[config.mk]
export PLATFORM = sky130hd
export DESIGN_NAME = gdf_regs
export DESIGN_NICKNAME = d
export VERILOG_FILES = /design/src/rtl/gdf_pkg.sv /design/src/rtl/gdf_regs.sv
export SDC_FILE = /design/constraint.sdc
export NUM_CORES = 1
export LEC_CHECK = 0
export BUFFER_PORTS_ARGS = -buffer_cell sky130_fd_sc_hd__buf_2
export CORE_MARGIN = 3
export CORE_UTILIZATION = 35
export DETAILED_ROUTE_END_ITERATION = 8
export PLACE_DENSITY = 0.64
export SETUP_SLACK_MARGIN = 0.1
export SYNTH_ARGS = -nofsm -noshare
export SYNTH_HDL_FRONTEND = slang
export SYNTH_SLANG_ARGS = --single-unit
[constraint.sdc]
create_clock -name clk_i -period 1.35 [get_ports clk_i]
set_input_delay 0.27 -clock clk_i [delete_from_list [all_inputs] [get_ports clk_i]]
set_output_delay 0.27 -clock clk_i [all_outputs]
set_load 0.02 [all_outputs]
[src/rtl/gdf_pkg.sv]
// Shared types and constants of the grouped decimal formatter.
`timescale 1ns / 1ps

package gdf_pkg;

  localparam int unsigned ValueW    = 32;
  localparam int unsigned CharW     = 8;
  localparam int unsigned SepLenW   = 3;
  localparam int unsigned SepCharsW = 32;
  localparam int unsigned DigitW    = 4;
  localparam int unsigned NumDigits = 10;
  localparam int unsigned DigitIdxW = $clog2(NumDigits);
  localparam int unsigned SepIdxW   = 2;
  localparam int unsigned GroupW    = 2;
  localparam int unsigned ApbAddrW  = 3;
  localparam int unsigned ApbDataW  = 32;

  localparam logic [SepLenW-1:0]   SepLenMax        = 3'd4;
  localparam logic [SepLenW-1:0]   SepLenReset      = 3'd1;
  localparam logic [SepCharsW-1:0] SepCharsReset    = 32'd44;
  localparam logic [CharW-1:0]     MinusChar        = 8'h2D;
  localparam logic [CharW-1:0]     DigitZero        = 8'h30;
  localparam logic [GroupW-1:0]    GroupLastPhase   = 2'd2;

  // Register index, taken from paddr bit 2.
  typedef enum logic {
    RegSepLength = 1'b0,
    RegSepChars  = 1'b1
  } gdf_reg_e;

  // Commands from the controller to the datapath.
  typedef struct packed {
    logic load;
    logic conv;
    logic emit_sign;
    logic emit_digit;
    logic emit_sep;
  } gdf_cmd_t;

  // Status from the datapath to the controller.
  typedef struct packed {
    logic conv_done;
    logic negative;
    logic digit_zero;
    logic sep_needed;
    logic sep_last;
    logic out_free;
  } gdf_status_t;

endpackage

[src/rtl/gdf_regs.sv]
// Configuration registers of the grouped decimal formatter behind an APB port.
`timescale 1ns / 1ps

module gdf_regs (
  input  logic                             clk_i,
  input  logic                             rst_ni,
  input  logic                             psel,
  input  logic                             penable,
  input  logic                             pwrite,
  input  logic [gdf_pkg::ApbAddrW-1:0]     paddr,
  input  logic [gdf_pkg::ApbDataW-1:0]     pwdata,
  output logic [gdf_pkg::ApbDataW-1:0]     prdata,
  output logic                             pready,
  output logic [gdf_pkg::SepLenW-1:0]      sep_len_o,
  output logic [gdf_pkg::SepCharsW-1:0]    sep_chars_o
);
  import gdf_pkg::*;

  logic [SepLenW-1:0]   sep_len_q,   sep_len_d;
  logic [SepCharsW-1:0] sep_chars_q, sep_chars_d;
  logic                 wr_en;
  gdf_reg_e             reg_sel;

  assign pready  = 1'b1;
  assign wr_en   = psel & penable & pwrite;
  assign reg_sel = gdf_reg_e'(paddr[2]);

  always_comb begin
    sep_len_d   = sep_len_q;
    sep_chars_d = sep_chars_q;
    if (wr_en) begin
      unique case (reg_sel)
        RegSepLength: sep_len_d   = pwdata[SepLenW-1:0];
        RegSepChars:  sep_chars_d = pwdata[SepCharsW-1:0];
        default:      ;
      endcase
    end
  end

  always_ff @(posedge clk_i or negedge rst_ni) begin
    if (!rst_ni) begin
      sep_len_q   <= SepLenReset;
      sep_chars_q <= SepCharsReset;
    end else begin
      sep_len_q   <= sep_len_d;
      sep_chars_q <= sep_chars_d;
    end
  end

  always_comb begin
    unique case (reg_sel)
      RegSepLength: prdata = {{(ApbDataW-SepLenW){1'b0}}, sep_len_q};
      RegSepChars:  prdata = sep_chars_q;
      default:      prdata = '0;
    endcase
  end

  // Lengths above the maximum behave as the maximum.
  assign sep_len_o   = (sep_len_q > SepLenMax) ? SepLenMax : sep_len_q;
  assign sep_chars_o = sep_chars_q;

endmodule

# Word level (Yosys, flattened, before mapping)
# Cells that the tools add are included.
[classes]
n_reduce_logical = 2
n_bitwise = 3
order_cmp = 1
n_mux = 2
[op_table]
columns = ["cell", "n"]
rows = [
  ["$pmux 32 s2", 1],
  ["$reduce_and 2->1", 2],
  ["$gt 3x3->1 const B", 1],
  ["$mux 3", 1],
  ["$and 1x1->1", 2],
  ["$not 1->1", 1],
]
[totals]
elab_cells = 10
in_bits = 40
out_inout_bits = 68
reg_bits = 35

# Longest topological paths before layout
[depth]
word_depth = 3
ltp_mapped = 3
ltp_nobuf = 2

# Worst setup path after synthesis
# No wires, ideal clock.
[synth_path]
kind = "input port to output port"
startpoint = "in paddr[2] (netlist name)"
endpoint = "out prdata[2] (netlist name)"
required_ns = 1.080
cell_stages = 2
arrival_time_ns = 0.866
slack_ns = 0.214
n_path_buf = 1
cell_sequence = "clkbuf_1 > mux2_2"
[synth_between]
elab_chain_len = 2
[synth_lines]
columns = ["element", "line", "source"]
rows = [
  ["start, declared", "gdf_regs.sv:10", "input logic [gdf_pkg::ApbAddrW-1:0] paddr,"],
  ["$not 1->1 (no line)", "n/a", ""],
  ["$pmux 32 s2 *", "gdf_regs.sv:51", "unique case (reg_sel)"],
  ["end, declared", "gdf_regs.sv:12", "output logic [gdf_pkg::ApbDataW-1:0] prdata,"],
]
# Every way passes the cells marked *; elsewhere a longest branch is shown, timed or not.

# Final worst setup path
[layout_path]
startpoint = "reg sep_chars_q[2], in the netlist sep_chars_o[2]"
endpoint = "out prdata[2] (netlist name)"
[layout_between]
elab_chain_len = 1
[layout_lines]
columns = ["element", "line", "source"]
rows = [
  ["start, declared", "gdf_regs.sv:20", "logic [SepCharsW-1:0] sep_chars_q, sep_chars_d;"],
  ["start signal, assigned", "gdf_regs.sv:43", "sep_chars_q <= SepCharsReset;"],
  ["start signal, assigned", "gdf_regs.sv:46", "sep_chars_q <= sep_chars_d;"],
  ["$pmux 32 s2", "gdf_regs.sv:51", ""],
]
# Every way passes these cells.

==> out/results.tsv <==
metric	value	unit
fillers	330	
rsz0062_at_grt	yes	
start_util	37.6	%
vias	1393	
drive_gt1_share	85.7	%
diodes	0	
drtIter0Drc	40	
synth_top_area_cell	dfrtp_1	
clock_latency	280	ps
maxCapViolCount	0	
grt_usage	15.2	%
nets	290	
numPortBuffers	104	
grt_antenna_before_repair	0	
gp_congestion	0.693	
failed_checks	setup timing	
die_area	5750	sq um
cts_tree	yes	
rows	24	
yosys-top-cells-count	dfrtp_1, mux2_4, and2_1	
slowest_delay	560	ps
synth.distinct_cells	12	
ys_ff_latch	35	
grt_start_max_net_pins	21	
clockRootBuffer	clkbuf_8	
viasPerCell	4.41	
ioPinCount	108	
cts_max_path_buffers	2	
cts.sinks	35	
critPathCaptureType	output port	
syn_area	1710	sq um
arrival	1110	ps
hold_viol	0	
first_pass_iters	4	
status	complete, but fails checks	
finalHoldWorstSlack	214	ps
synthFlopType	dfrtp_1	
worstPathCellList	mux2_2 > buf_6	
drv_slew	0	
critPathSlowestCell	dfstp_2	
synth-seq-area-share	51.7	%
ir_drop	792	uV
drt-wirelength-per-cell	14.5	microns
rrSetupSlack	330	ps
yosysMostFrequentCell	dfrtp_1	
hp-class	input pin to register	
timing.fmax	725	MHz
crit_fanout	3	
drt_wl_total	4590	microns
grt_overflow	0	
h-tree-depth	2	
area_delta_synth_final	76.9	%
synthCells	115	
antenna_left	0	
grt_pass1_wl	6380	microns
async_flop_share	100	%
yosys_warnings	0	
timing.final.crit_share	102	%
synth_edf_count	0	
yosys-top-cells-area	dfrtp_1, mux2_4, and2_1	
power_per_cell_area	1520	nW/um^2
power	4.58	mW
startpoint_type	register	
cellLeakagePower	1.63	nW
fin_ws	-29.4	ps
worstPathRequired	1080	ps
first_global_vias	1411	
syn_avg_cell_area	14.8	sq um
crit_type	register to output port	
setup_tns	-49.0	ps
period_needed	1380	ps
skew	0	ps
fp.coreArea	4530	sq um
setup_violations	4	
numCtsBuffers	5	
seq_area	881	sq um
die_y	75.8	microns
dp.final_hpwl	2860	microns
multiInputGateArea	848	sq um
synth_top_area_share	45.5	%
synth_nets	155	
clk_pin_slew	70	ps
remaining_drc_errors	0	
die_w	75.8	microns
-- sequential cells by signal, indices dropped and copies added, names as in the netlist --
register and count:
sep_len_q 3, sep_chars_o 32
-- per-layer routing --
metal	share of wire [%]	up-vias	track usage, %
li1	-	649	-
met1	39	669	17.7
met4	0.96	0	5.83
met2	53	70	26.1
met5	0	-	0
met3	7.3	5	4.49
-- cell type report --
type | instances | area share [%]
clock buffer | 6 | 2.74
clock inverter | 2 | 1.16
multi-input combinational | 72 | 28.1
sequential | 35 | 29.2
tap | 65 | 2.70
timing repair buffer | 136 | 36.1
-- critical path: cells and delay by family (launching register included) --
| family | cells | cell delay [ps] |
|---|---|---|
| flops | 1 | 560 |
| mux | 1 | 160 |
| buf+inv | 1 | 110 |
-- placed cells by master, fill, tap and decap left out, types with 2 or more instances in the layout --
| master | n |
|---|---|
| dfstp_2 | 4 |
| and2_4 | 29 |
| nor2b_1 | 2 |
| buf_6 | 46 |
| buf_12 | 3 |
| mux2_4 | 32 |
| buf_4 | 27 |
| mux2_2 | 6 |
| dfrtp_1 | 31 |
| buf_2 | 58 |
| clkbuf_8 | 6 |
-- power by group --
group / switching (mW) / internal [mW] / leakage [nW]
Sequential: 0.185 / 1.30 / 0.414
Combinational: 0.904 / 1.23 / 1.16
Clock: 0.365 / 0.597 / 0.0612
Total: 1.45 / 3.13 / 1.63
-- path summary, 6_finish.rpt --
path                                 start         endpoint  cells after the start
min                             pwdata[24]  sep_chars_o[24]                      2
min in group asynchronous           rst_ni  sep_chars_o[27]                      2
max reg2reg                sep_chars_o[11]  sep_chars_o[11]                      3
max                         sep_chars_o[2]        prdata[2]                      2
max in group asynchronous           rst_ni     sep_len_q[0]                      3
min reg2reg                   sep_len_q[1]     sep_len_q[1]                      1
-- repair_timing --
action                                  in CTS  in global routing
pin swaps                                   10                 19
endpoints found under the setup margin      37                 42
setup buffers                               18                  7
endpoints found under the hold margin        5                  0
hold buffers                                 1                  0
resized for setup                           72                 51
-- cell families after synthesis --
group / Yosys count / synth area share, %
DFF: 35 / 51.7
and+or+nand+nor: 33 / 13.1
muxes: 38 / 31.7
other: 1 / 0.220
buffers and inverters: 8 / 3.30
-- metrics by stage --
step / util [%] / std cells / setup WS, ps / cell area [sq um]
floorplan: - / 115 / 214 / 1710
global placement: 51.5 / 282 / 78.2 / 2330
detailed placement: 51.5 / 282 / 70.2 / 2330
CTS: 62.1 / 309 / -46.7 / 2820
global route: 66.5 / 316 / -81.6 / 3020
finish: 66.5 / 316 / -29.4 / 3020
Note: power is estimated with default switching activity, not from simulation.
