`src/rtl/gdf_pkg.sv`:
```
// Shared types and constants of the grouped decimal formatter.
`timescale 1ns / 1ps

package gdf_pkg;

  localparam int unsigned ValueW    = 32;
  localparam int unsigned CharW     = 8;
  localparam int unsigned SepLenW   = 3;
  localparam int unsigned SepCharsW = 32;
  localparam int unsigned DigitW    = 4;
  localparam int unsigned NumDigits = 10;
  localparam int unsigned DigitIdxW = $clog2(NumDigits);
  localparam int unsigned SepIdxW   = 2;
  localparam int unsigned GroupW    = 2;
  localparam int unsigned ApbAddrW  = 3;
  localparam int unsigned ApbDataW  = 32;

  localparam logic [SepLenW-1:0]   SepLenMax        = 3'd4;
  localparam logic [SepLenW-1:0]   SepLenReset      = 3'd1;
  localparam logic [SepCharsW-1:0] SepCharsReset    = 32'd44;
  localparam logic [CharW-1:0]     MinusChar        = 8'h2D;
  localparam logic [CharW-1:0]     DigitZero        = 8'h30;
  localparam logic [GroupW-1:0]    GroupLastPhase   = 2'd2;

  // Register index, taken from paddr bit 2.
  typedef enum logic {
    RegSepLength = 1'b0,
    RegSepChars  = 1'b1
  } gdf_reg_e;

  // Commands from the controller to the datapath.
  typedef struct packed {
    logic load;
    logic conv;
    logic emit_sign;
    logic emit_digit;
    logic emit_sep;
  } gdf_cmd_t;

  // Status from the datapath to the controller.
  typedef struct packed {
    logic conv_done;
    logic negative;
    logic digit_zero;
    logic sep_needed;
    logic sep_last;
    logic out_free;
  } gdf_status_t;

endpackage

```
`src/rtl/gdf_ctrl.sv`:
```
// Controller state machine of the grouped decimal formatter.
`timescale 1ns / 1ps

module gdf_ctrl (
  input  logic                  clk_i,
  input  logic                  rst_ni,
  input  logic                  in_valid_i,
  output logic                  in_ready_o,
  input  gdf_pkg::gdf_status_t  status_i,
  output gdf_pkg::gdf_cmd_t     cmd_o
);
  import gdf_pkg::*;

  typedef enum logic [4:0] {
    StIdle  = 5'b00001,
    StConv  = 5'b00010,
    StSign  = 5'b00100,
    StDigit = 5'b01000,
    StSep   = 5'b10000
  } gdf_state_e;

  gdf_state_e state_q, state_d;

  always_comb begin
    state_d    = state_q;
    cmd_o      = '0;
    in_ready_o = 1'b0;
    unique case (state_q)
      StIdle: begin
        in_ready_o = 1'b1;
        if (in_valid_i) begin
          cmd_o.load = 1'b1;
          state_d    = StConv;
        end
      end
      StConv: begin
        cmd_o.conv = 1'b1;
        if (status_i.conv_done) begin
          state_d = status_i.negative ? StSign : StDigit;
        end
      end
      StSign: begin
        if (status_i.out_free) begin
          cmd_o.emit_sign = 1'b1;
          state_d         = StDigit;
        end
      end
      StDigit: begin
        if (status_i.out_free) begin
          cmd_o.emit_digit = 1'b1;
          if (status_i.digit_zero) begin
            state_d = StIdle;
          end else if (status_i.sep_needed) begin
            state_d = StSep;
          end
        end
      end
      StSep: begin
        if (status_i.out_free) begin
          cmd_o.emit_sep = 1'b1;
          if (status_i.sep_last) begin
            state_d = StDigit;
          end
        end
      end
      default: state_d = StIdle;
    endcase
  end

  always_ff @(posedge clk_i or negedge rst_ni) begin
    if (!rst_ni) begin
      state_q <= StIdle;
    end else begin
      state_q <= state_d;
    end
  end

endmodule

```
`config.mk`:
```
export PLATFORM = sky130hd
export DESIGN_NAME = gdf_ctrl
export DESIGN_NICKNAME = d
export VERILOG_FILES = /design/src/rtl/gdf_pkg.sv /design/src/rtl/gdf_ctrl.sv
export SDC_FILE = /design/constraint.sdc
export NUM_CORES = 1
export LEC_CHECK = 0
export ABC_AREA = 1
export BUFFER_PORTS_ARGS = -buffer_cell sky130_fd_sc_hd__clkbuf_2
export CAP_MARGIN = 10
export CORE_AREA = 5 5 42 44
export CTS_BUF_LIST = sky130_fd_sc_hd__clkbuf_8
export DETAILED_ROUTE_END_ITERATION = 8
export DIE_AREA = 0 0 47 49
export PLACE_DENSITY = 0.52
export SLEW_MARGIN = 20
export SYNTH_ARGS = -nofsm -noshare
export SYNTH_HDL_FRONTEND = slang
export SYNTH_SLANG_ARGS = --single-unit
```
`constraint.sdc`:
```
create_clock -name clk_i -period 1.3 [get_ports clk_i]
set_input_delay 0.39 -clock clk_i [delete_from_list [all_inputs] [get_ports clk_i]]
set_output_delay 0.39 -clock clk_i [all_outputs]
set_load 0.005 [all_outputs]
```
## Yosys cells after proc, flatten, opt, wreduce, memory -nomap -nowiden

Cells that the tools add are included.

| word-level totals | value |
|---|---|
| word-level logic and storage cells | 32 |
| output and inout port bits | 6 |
| bits in registers | 5 |
| bits of input ports | 9 |

| operators by class | value |
|---|---|
| equal/unequal tests | 12 |
| reduce and logical (&&, ||, !) cells | 1 |
| muxes and demuxes | 18 |

Operators with widths:

| operator | number |
|---|---|
| 5-bit 2-to-1 mux | 8 |
| 5-bit case mux with 5 select lines | 1 |
| 2-bit inequality test, second input constant | 6 |
| 1-bit 2-to-1 mux | 8 |
| 7-bit AND reduction | 1 |
| 5-bit by 1-bit equality test with 1-bit output, second input constant | 1 |
| 5-bit by 2-bit equality test with 1-bit output, second input constant | 1 |
| 5-bit by 3-bit equality test with 1-bit output, second input constant | 1 |
| 5-bit by 4-bit equality test with 1-bit output, second input constant | 1 |
| 5-bit equality test, second input constant | 1 |
| 4-bit 2-to-1 mux | 1 |
| 3-bit inequality test, second input constant | 1 |

## Longest topological paths before layout

Gate-level depths: netlist (run 1).

| depth | value |
|---|---|
| depth in word-level cells | 4 |
| gate-level depth with buffers | 9 |
| gate-level depth less buffers | 9 |

## Least setup slack after synthesis (run 1)

No wires, ideal clock.

| path | value |
|---|---|
| kind | flip-flop to output port |
| from | register state_q[2] |
| to | output port cmd_o[0] in the netlist's numbering |
| data required time | 910 ps |
| path slack | 62 ps |
| stages on the path, launching flop included | 4 |
| data arrival time | 848 ps |
| path buffers | 0 |
| cells stage by stage | dfrtp_1 -> nor2_2 -> nand3_1 -> nor2_1 |

RTL lines:

| element | line | source |
|---|---|---|
| start: declaration | gdf_ctrl.sv:22 | `gdf_state_e state_q, state_d;` |
| start signal: assignment | gdf_ctrl.sv:72 | `state_q <= StIdle;` |
| start signal: assignment | gdf_ctrl.sv:74 | `state_q <= state_d;` |
| end: declaration | gdf_ctrl.sv:10 | `output gdf_pkg::gdf_cmd_t cmd_o` |

==> metrics.cfg, run 1 <==
[run_status]
status=complete, but fails checks
violations=setup timing

[placed_design]
port_buffers=14
gp_congestion=0.759
place_area_um2=556
dp_slack_ns=-0.0994
dp_cells=100
hpwl_um=905

[worst_setup_path]
cp_slowest_cell=dfrtp_1
reg2reg_depth=9
path_class=reg -> out
start_kind=register
critical_path_peak_fanout=5
path_cells=nor2_4 > nand3_2 > nor2_1 > buf_2
critPathBufInv=1
path_delay_family=simple AND/OR/NAND/NOR gates
critical_path_required_ns=0.91
arrival_ns=1.19
r2r_end=state_q[4]
cpPeakStageDelay_ns=0.41
r2r-start=state_q[0]
end_kind=output pin
ff2ff_setup_slack_ns=-0.24

[power_and_ir_drop]
p_clk_share_pct=18.4
power.static_leakage_nw=0.437
total_power_mw=1.53
p_int_mw=0.879
seq_power_share_pct=19.9
p_per_area_nw_per_um2=2010
ir_drop_mv=1.06
switching_share_pct=42.4
p_switching_mw=0.648
combPwrFrac_pct=61.7

[logic_synthesis]
synth_most_common_cell=inv_1
async_flop_share_pct=100
yosysWarnings=0
yosysTopAreaCell=dfrtp_1
ys.flop_type=dfrtp_1
syn_area_per_cell_um2=6.54
seq_area_frac_synth_pct=31.2
netlist_area_um2=405
synth_commonest_cells=inv_1 (13), nor2_1 (11), nand2_1 (10)
synth_top_cell_area_share_pct=24.7
synth_edf_count=0
netlist_instances=62
ys_seq_elements=5
synth_nets=71
ys_types=15
ys_top_cells_by_area=dfrtp_1 (25%), inv_1 (12%), nor2_1 (10%)

[detailed_routing]
ant_nets=0
via_per_inst=4.87
drc=0
wl_um=1430
dr_total_vias=550
drt_iter0_drc=7
wire_per_inst_um=12.7
drtPass1Iterations=4

[timing]
relSlewSlack_pct=85.3
fin_skew_ns=0.00251
setup_tns_ns=-2.30
period_minus_slack_ns=1.58
slew_viol_final=0
hold_violations=0
final.setup.worst_slack_ns=-0.284
fin_crit_sh_pct=122
fmax_ghz=0.631
rsz0062_at_grt=yes
hold_ws_ns=0.419
setup_violations=10
worst_pin_slew_ns=0.220

[cts]
cts_root_buf=clkbuf_8
clk_latency_ns=0.22
clk_path_buf_depth=2
cts_num_sinks=5
cts_max_level=1
path_clk_slew_ns=0.03
cts_tree=yes
cts_inserted_buffers=3

[floorplan]
die_x_um=47
num_io_pins=15
core_um2=1400
num_rows=14
die-area_um2=2300
die_height_um=49
initial_utilization_pct=28.9

[finish]
antenna-diode-count=0
largest_register_ffs=5
fin_area_um2=759
fillCellCount=152
top_regs=state_q: 5 flops
final_cells=113
area_growth_pct=87.3
nNetsFinal=107
drive_gt1_share_pct=55.7
final_util_pct=54.2
top_register=state_q

[global_routing]
grt.total_usage_pct=11.9
overflow=0
grt_max_degree=7
grt_first_pass_wirelength_um=1880
antenna_found_initial=0
grt_pass1_vias=446

[worst_hold_path]
hold-path-endpoint=state_q[2]
worstHoldPathCells=3
hp-start=status_i[4]
hp-class=in -> reg

[job]
drv_cap=0

==> tightest hold or removal path: cells and delay by family <==
family                 cells  cell delay (ns)
buffers and inverters      1             0.09
AND/OR/NAND/NOR            1             0.06
AO/OA/AOI/OAI              1             0.06
==> cell usage in the layout (no fill, tap or decap) <==
cell type,netlist,final
clkbuf_8,0,3
o21bai_1,2,2
nor2_4,1,5
nor2_1,11,7
nand2_4,0,1
o21ai_1,1,1
clkbuf_2,0,10
buf_6,0,5
nand2_2,2,2
dlygate4sd3_1,0,1
nand3_4,0,1
o21ai_0,1,1
dfrtp_1,4,4
inv_1,13,12
nand4_1,5,5
buf_4,0,11
o211ai_1,1,1
dfstp_2,1,1
nand3_2,2,6
nand2_1,10,9
buf_2,0,4
inv_2,0,2
nor2_2,3,3
==> how the worst max path moves through the flow <==
stage                          start         end  slack (ns)  cells past startpoint
final                     state_q[2]    cmd_o[4]       -0.28                      4
after global routing      state_q[1]    cmd_o[1]       -0.33                      4
after CTS                 state_q[3]    cmd_o[0]       -0.25                      4
after detailed placement  state_q[2]    cmd_o[4]        -0.1                      4
after global placement    state_q[2]  state_q[3]       -0.09                      9
after floorplan           state_q[2]    cmd_o[0]        0.06                      3
==> power by group through the flow <==
stage / clock network, mW / registers, mW / logic, mW
final: 0.281 / 0.303 / 0.942
after global routing: 0.304 / 0.313 / 1.00
after CTS: 0.291 / 0.297 / 0.702
after detailed placement: 0 / 0.283 / 0.624
after global placement: 0 / 0.283 / 0.628
after floorplan: 0 / 0.277 / 0.378
==> routing by layer <==
metal | GRT usage [%] | share of wire (%)
met1 | 14.2 | 40
met5 | 0 | 0
met3 | 6.64 | 8.4
met2 | 16.7 | 49
met4 | 5.53 | 2.9
==> timing repair <==
| action | CTS | global route |
|---|---|---|
| hold buffers | 1 | 0 |
| setup endpoints to repair | 10 | 10 |
| endpoints found under the hold margin | 4 | 0 |
| pin swaps | 2 | 12 |
| gates resized for setup | 5 | 22 |
| setup buffers | 3 | 7 |
==> kinds of logic after synthesis <==
family,after synthesis,synth area share [%]
buffers and inverters,13,12.0
DFF,5,31.2
and+or+nand+nor,39,48.8
AOI/OAI and AO/OA,5,8.02
==> layout make-up <==
type	count	area (um^2)	area share (%)
Timing Repair Buffer	31	219	28.8
Clock inverter	1	3.75	0.494
Multi-Input combinational cell	44	300	39.5
Tap cell	16	20.0	2.64
Clock buffer	3	41.3	5.44
Sequential cell	5	126	16.6
Inverter	13	48.8	6.43
Note: power is estimated with default switching activity, not from simulation.
==> inputs of run 2 (changes only) <==
--- a/config.mk
+++ b/config.mk
@@ -12,7 +12,7 @@
 export CTS_BUF_LIST = sky130_fd_sc_hd__clkbuf_8
 export DETAILED_ROUTE_END_ITERATION = 8
 export DIE_AREA = 0 0 47 49
-export PLACE_DENSITY = 0.52
+export PLACE_DENSITY = 0.54
 export SLEW_MARGIN = 20
 export SYNTH_ARGS = -nofsm -noshare
 export SYNTH_HDL_FRONTEND = slang
==> run 2 against run 1 <==
  * The run still ends with setup timing left
  * Sequential share of layout area grew 0.33 points
  * Hold slack worse by 0.0022 ns
  * Fmax is 0.42% lower
  * Count of clock-buffer cells in the layout is the same
  * Largest power group unchanged
==> metrics.cfg, run 2 (synthesis results as in run 1) <==
[global_routing]
antenna_found_initial=0
grt.total_usage_pct=12.4
grt_max_degree=7
grt_busiest_layer=met2
grt_first_pass_wirelength_um=2070
grt_pass1_vias=535
met3_usage_pct=6.27
gr-usage-met1_pct=15.3
overflow=0
grt_use_met2_pct=17.9

[worst_setup_path]
cpPeakStageDelay_ns=0.41
critPathBufInv=1
end_kind=output pin
critical_path_peak_fanout=6
arrival_ns=1.20
r2r-start=state_q[0]
cp-startpoint=state_q[2]
path_class=reg -> out
start_kind=register
cp_slowest_cell=dfrtp_1
critical_path_required_ns=0.91
path_cells=nor2_4 > nand3_2 > nor2_2 > clkbuf_2
path_delay_family=simple AND/OR/NAND/NOR gates

[placed_design]
gp_congestion=0.794
place_area_um2=563
hpwl_um=933
port_buffers=14

[finish]
largest_register_ffs=5
nNetsFinal=107
fin_area_um2=752
area_growth_pct=85.5
top_register=state_q
drive_gt1_share_pct=58.8
antenna-diode-count=0
top_regs=state_q: 5 flops
final_util_pct=53.7
final_cell_mix=inv_1 (11), buf_4 (11), clkbuf_2 (10)

[cts]
cts_num_sinks=5
cts_max_level=1
clk_path_buf_depth=2
cts_root_buf=clkbuf_8
cts_tree=yes
path_clk_slew_ns=0.04
cts_inserted_buffers=3
clk_latency_ns=0.22

[detailed_routing]
dr_total_vias=525
drt_iter0_drc=5
ant_nets=0
via_per_inst=4.65
wire_per_inst_um=11.7
drtPass1Iterations=4
wl_um=1320
drc=0

[timing]
fmax_ghz=0.629
fin_skew_ns=0.00176
rsz0062_at_grt=yes
period_minus_slack_ns=1.59
fin_crit_sh_pct=122
setup_violations=10
setup_tns_ns=-2.04
hold_violations=0
relSlewSlack_pct=85.9
final.setup.worst_slack_ns=-0.291
hold_ws_ns=0.417
slew_viol_final=0
worst_pin_slew_ns=0.211

[power_and_ir_drop]
p_per_area_nw_per_um2=2030
ir_drop_mv=0.915
total_power_mw=1.52
power.static_leakage_nw=0.425

[floorplan]
die-area_um2=2300
num_rows=14
initial_utilization_pct=28.9
die_height_um=49
core_um2=1400
num_io_pins=15
die_x_um=47

[worst_hold_path]
hp-start=status_i[4]
hp-class=in -> reg

[run_status]
violations=setup timing
status=complete, but fails checks

[job]
drv_cap=0

## run 2: cell counts in the layout (fill, tap and decap cells not counted)
No cell type changed its count.
## run 2: timing repair
action                                  4_1_cts  5_1_grt
buffers inserted                              7        5
endpoints found under the setup margin       10       10
pin swaps                                    12       11
hold endpoints to repair                      4        0
hold buffers                                  1        0
resized for setup                            14       17
## run 2: path summary, 6_finish.rpt
kind / slack, ns / depth (start not counted) / end
worst max register to register: -0.15 / 9 / state_q[4]
worst min-delay path: 0.42 / 3 / state_q[2]
max in group asynchronous: 0.56 / 2 / state_q[0]
min in group asynchronous: 0.52 / 2 / state_q[4]
worst max-delay path: -0.29 / 4 / cmd_o[0]
worst min register to register: 0.54 / 2 / state_q[3]
## run 2: final cells by class
class / instances / area, um^2
fill: 143 / 649
clock buffer: 3 / 41.3
sequential: 5 / 128
multi-input combinational: 44 / 285
tap: 16 / 20.0
timing repair buffer: 31 / 225
inverter: 13 / 48.8
clock inverter: 1 / 3.75
## run 2: power by group
| part | internal, mW | total, mW | switching (mW) |
|---|---|---|---|
| sequential | 0.224 | 0.299 | 0.0751 |
| combinational | 0.469 | 0.942 | 0.472 |
| clock | 0.203 | 0.283 | 0.0799 |
| total | 0.897 | 1.52 | 0.627 |
## run 2: routing by layer
metal	vias to the layer above	share of wire, %
met5	-	0
met4	0	1.1
met3	2	6.6
met2	17	49
met1	237	43
li1	269	-
## run 2: stage by stage
stage,worst slack (ns),cells
after floorplan,0.0620,62
final,-0.291,113
after global placement,-0.111,101
after global routing,-0.356,113
after detailed placement,-0.125,101
after CTS,-0.296,111
## run 2: worst min-delay path, stage by stage
cell,delay (ns)
clkbuf_2,0.09
nand2_1,0.06
o21bai_1,0.06
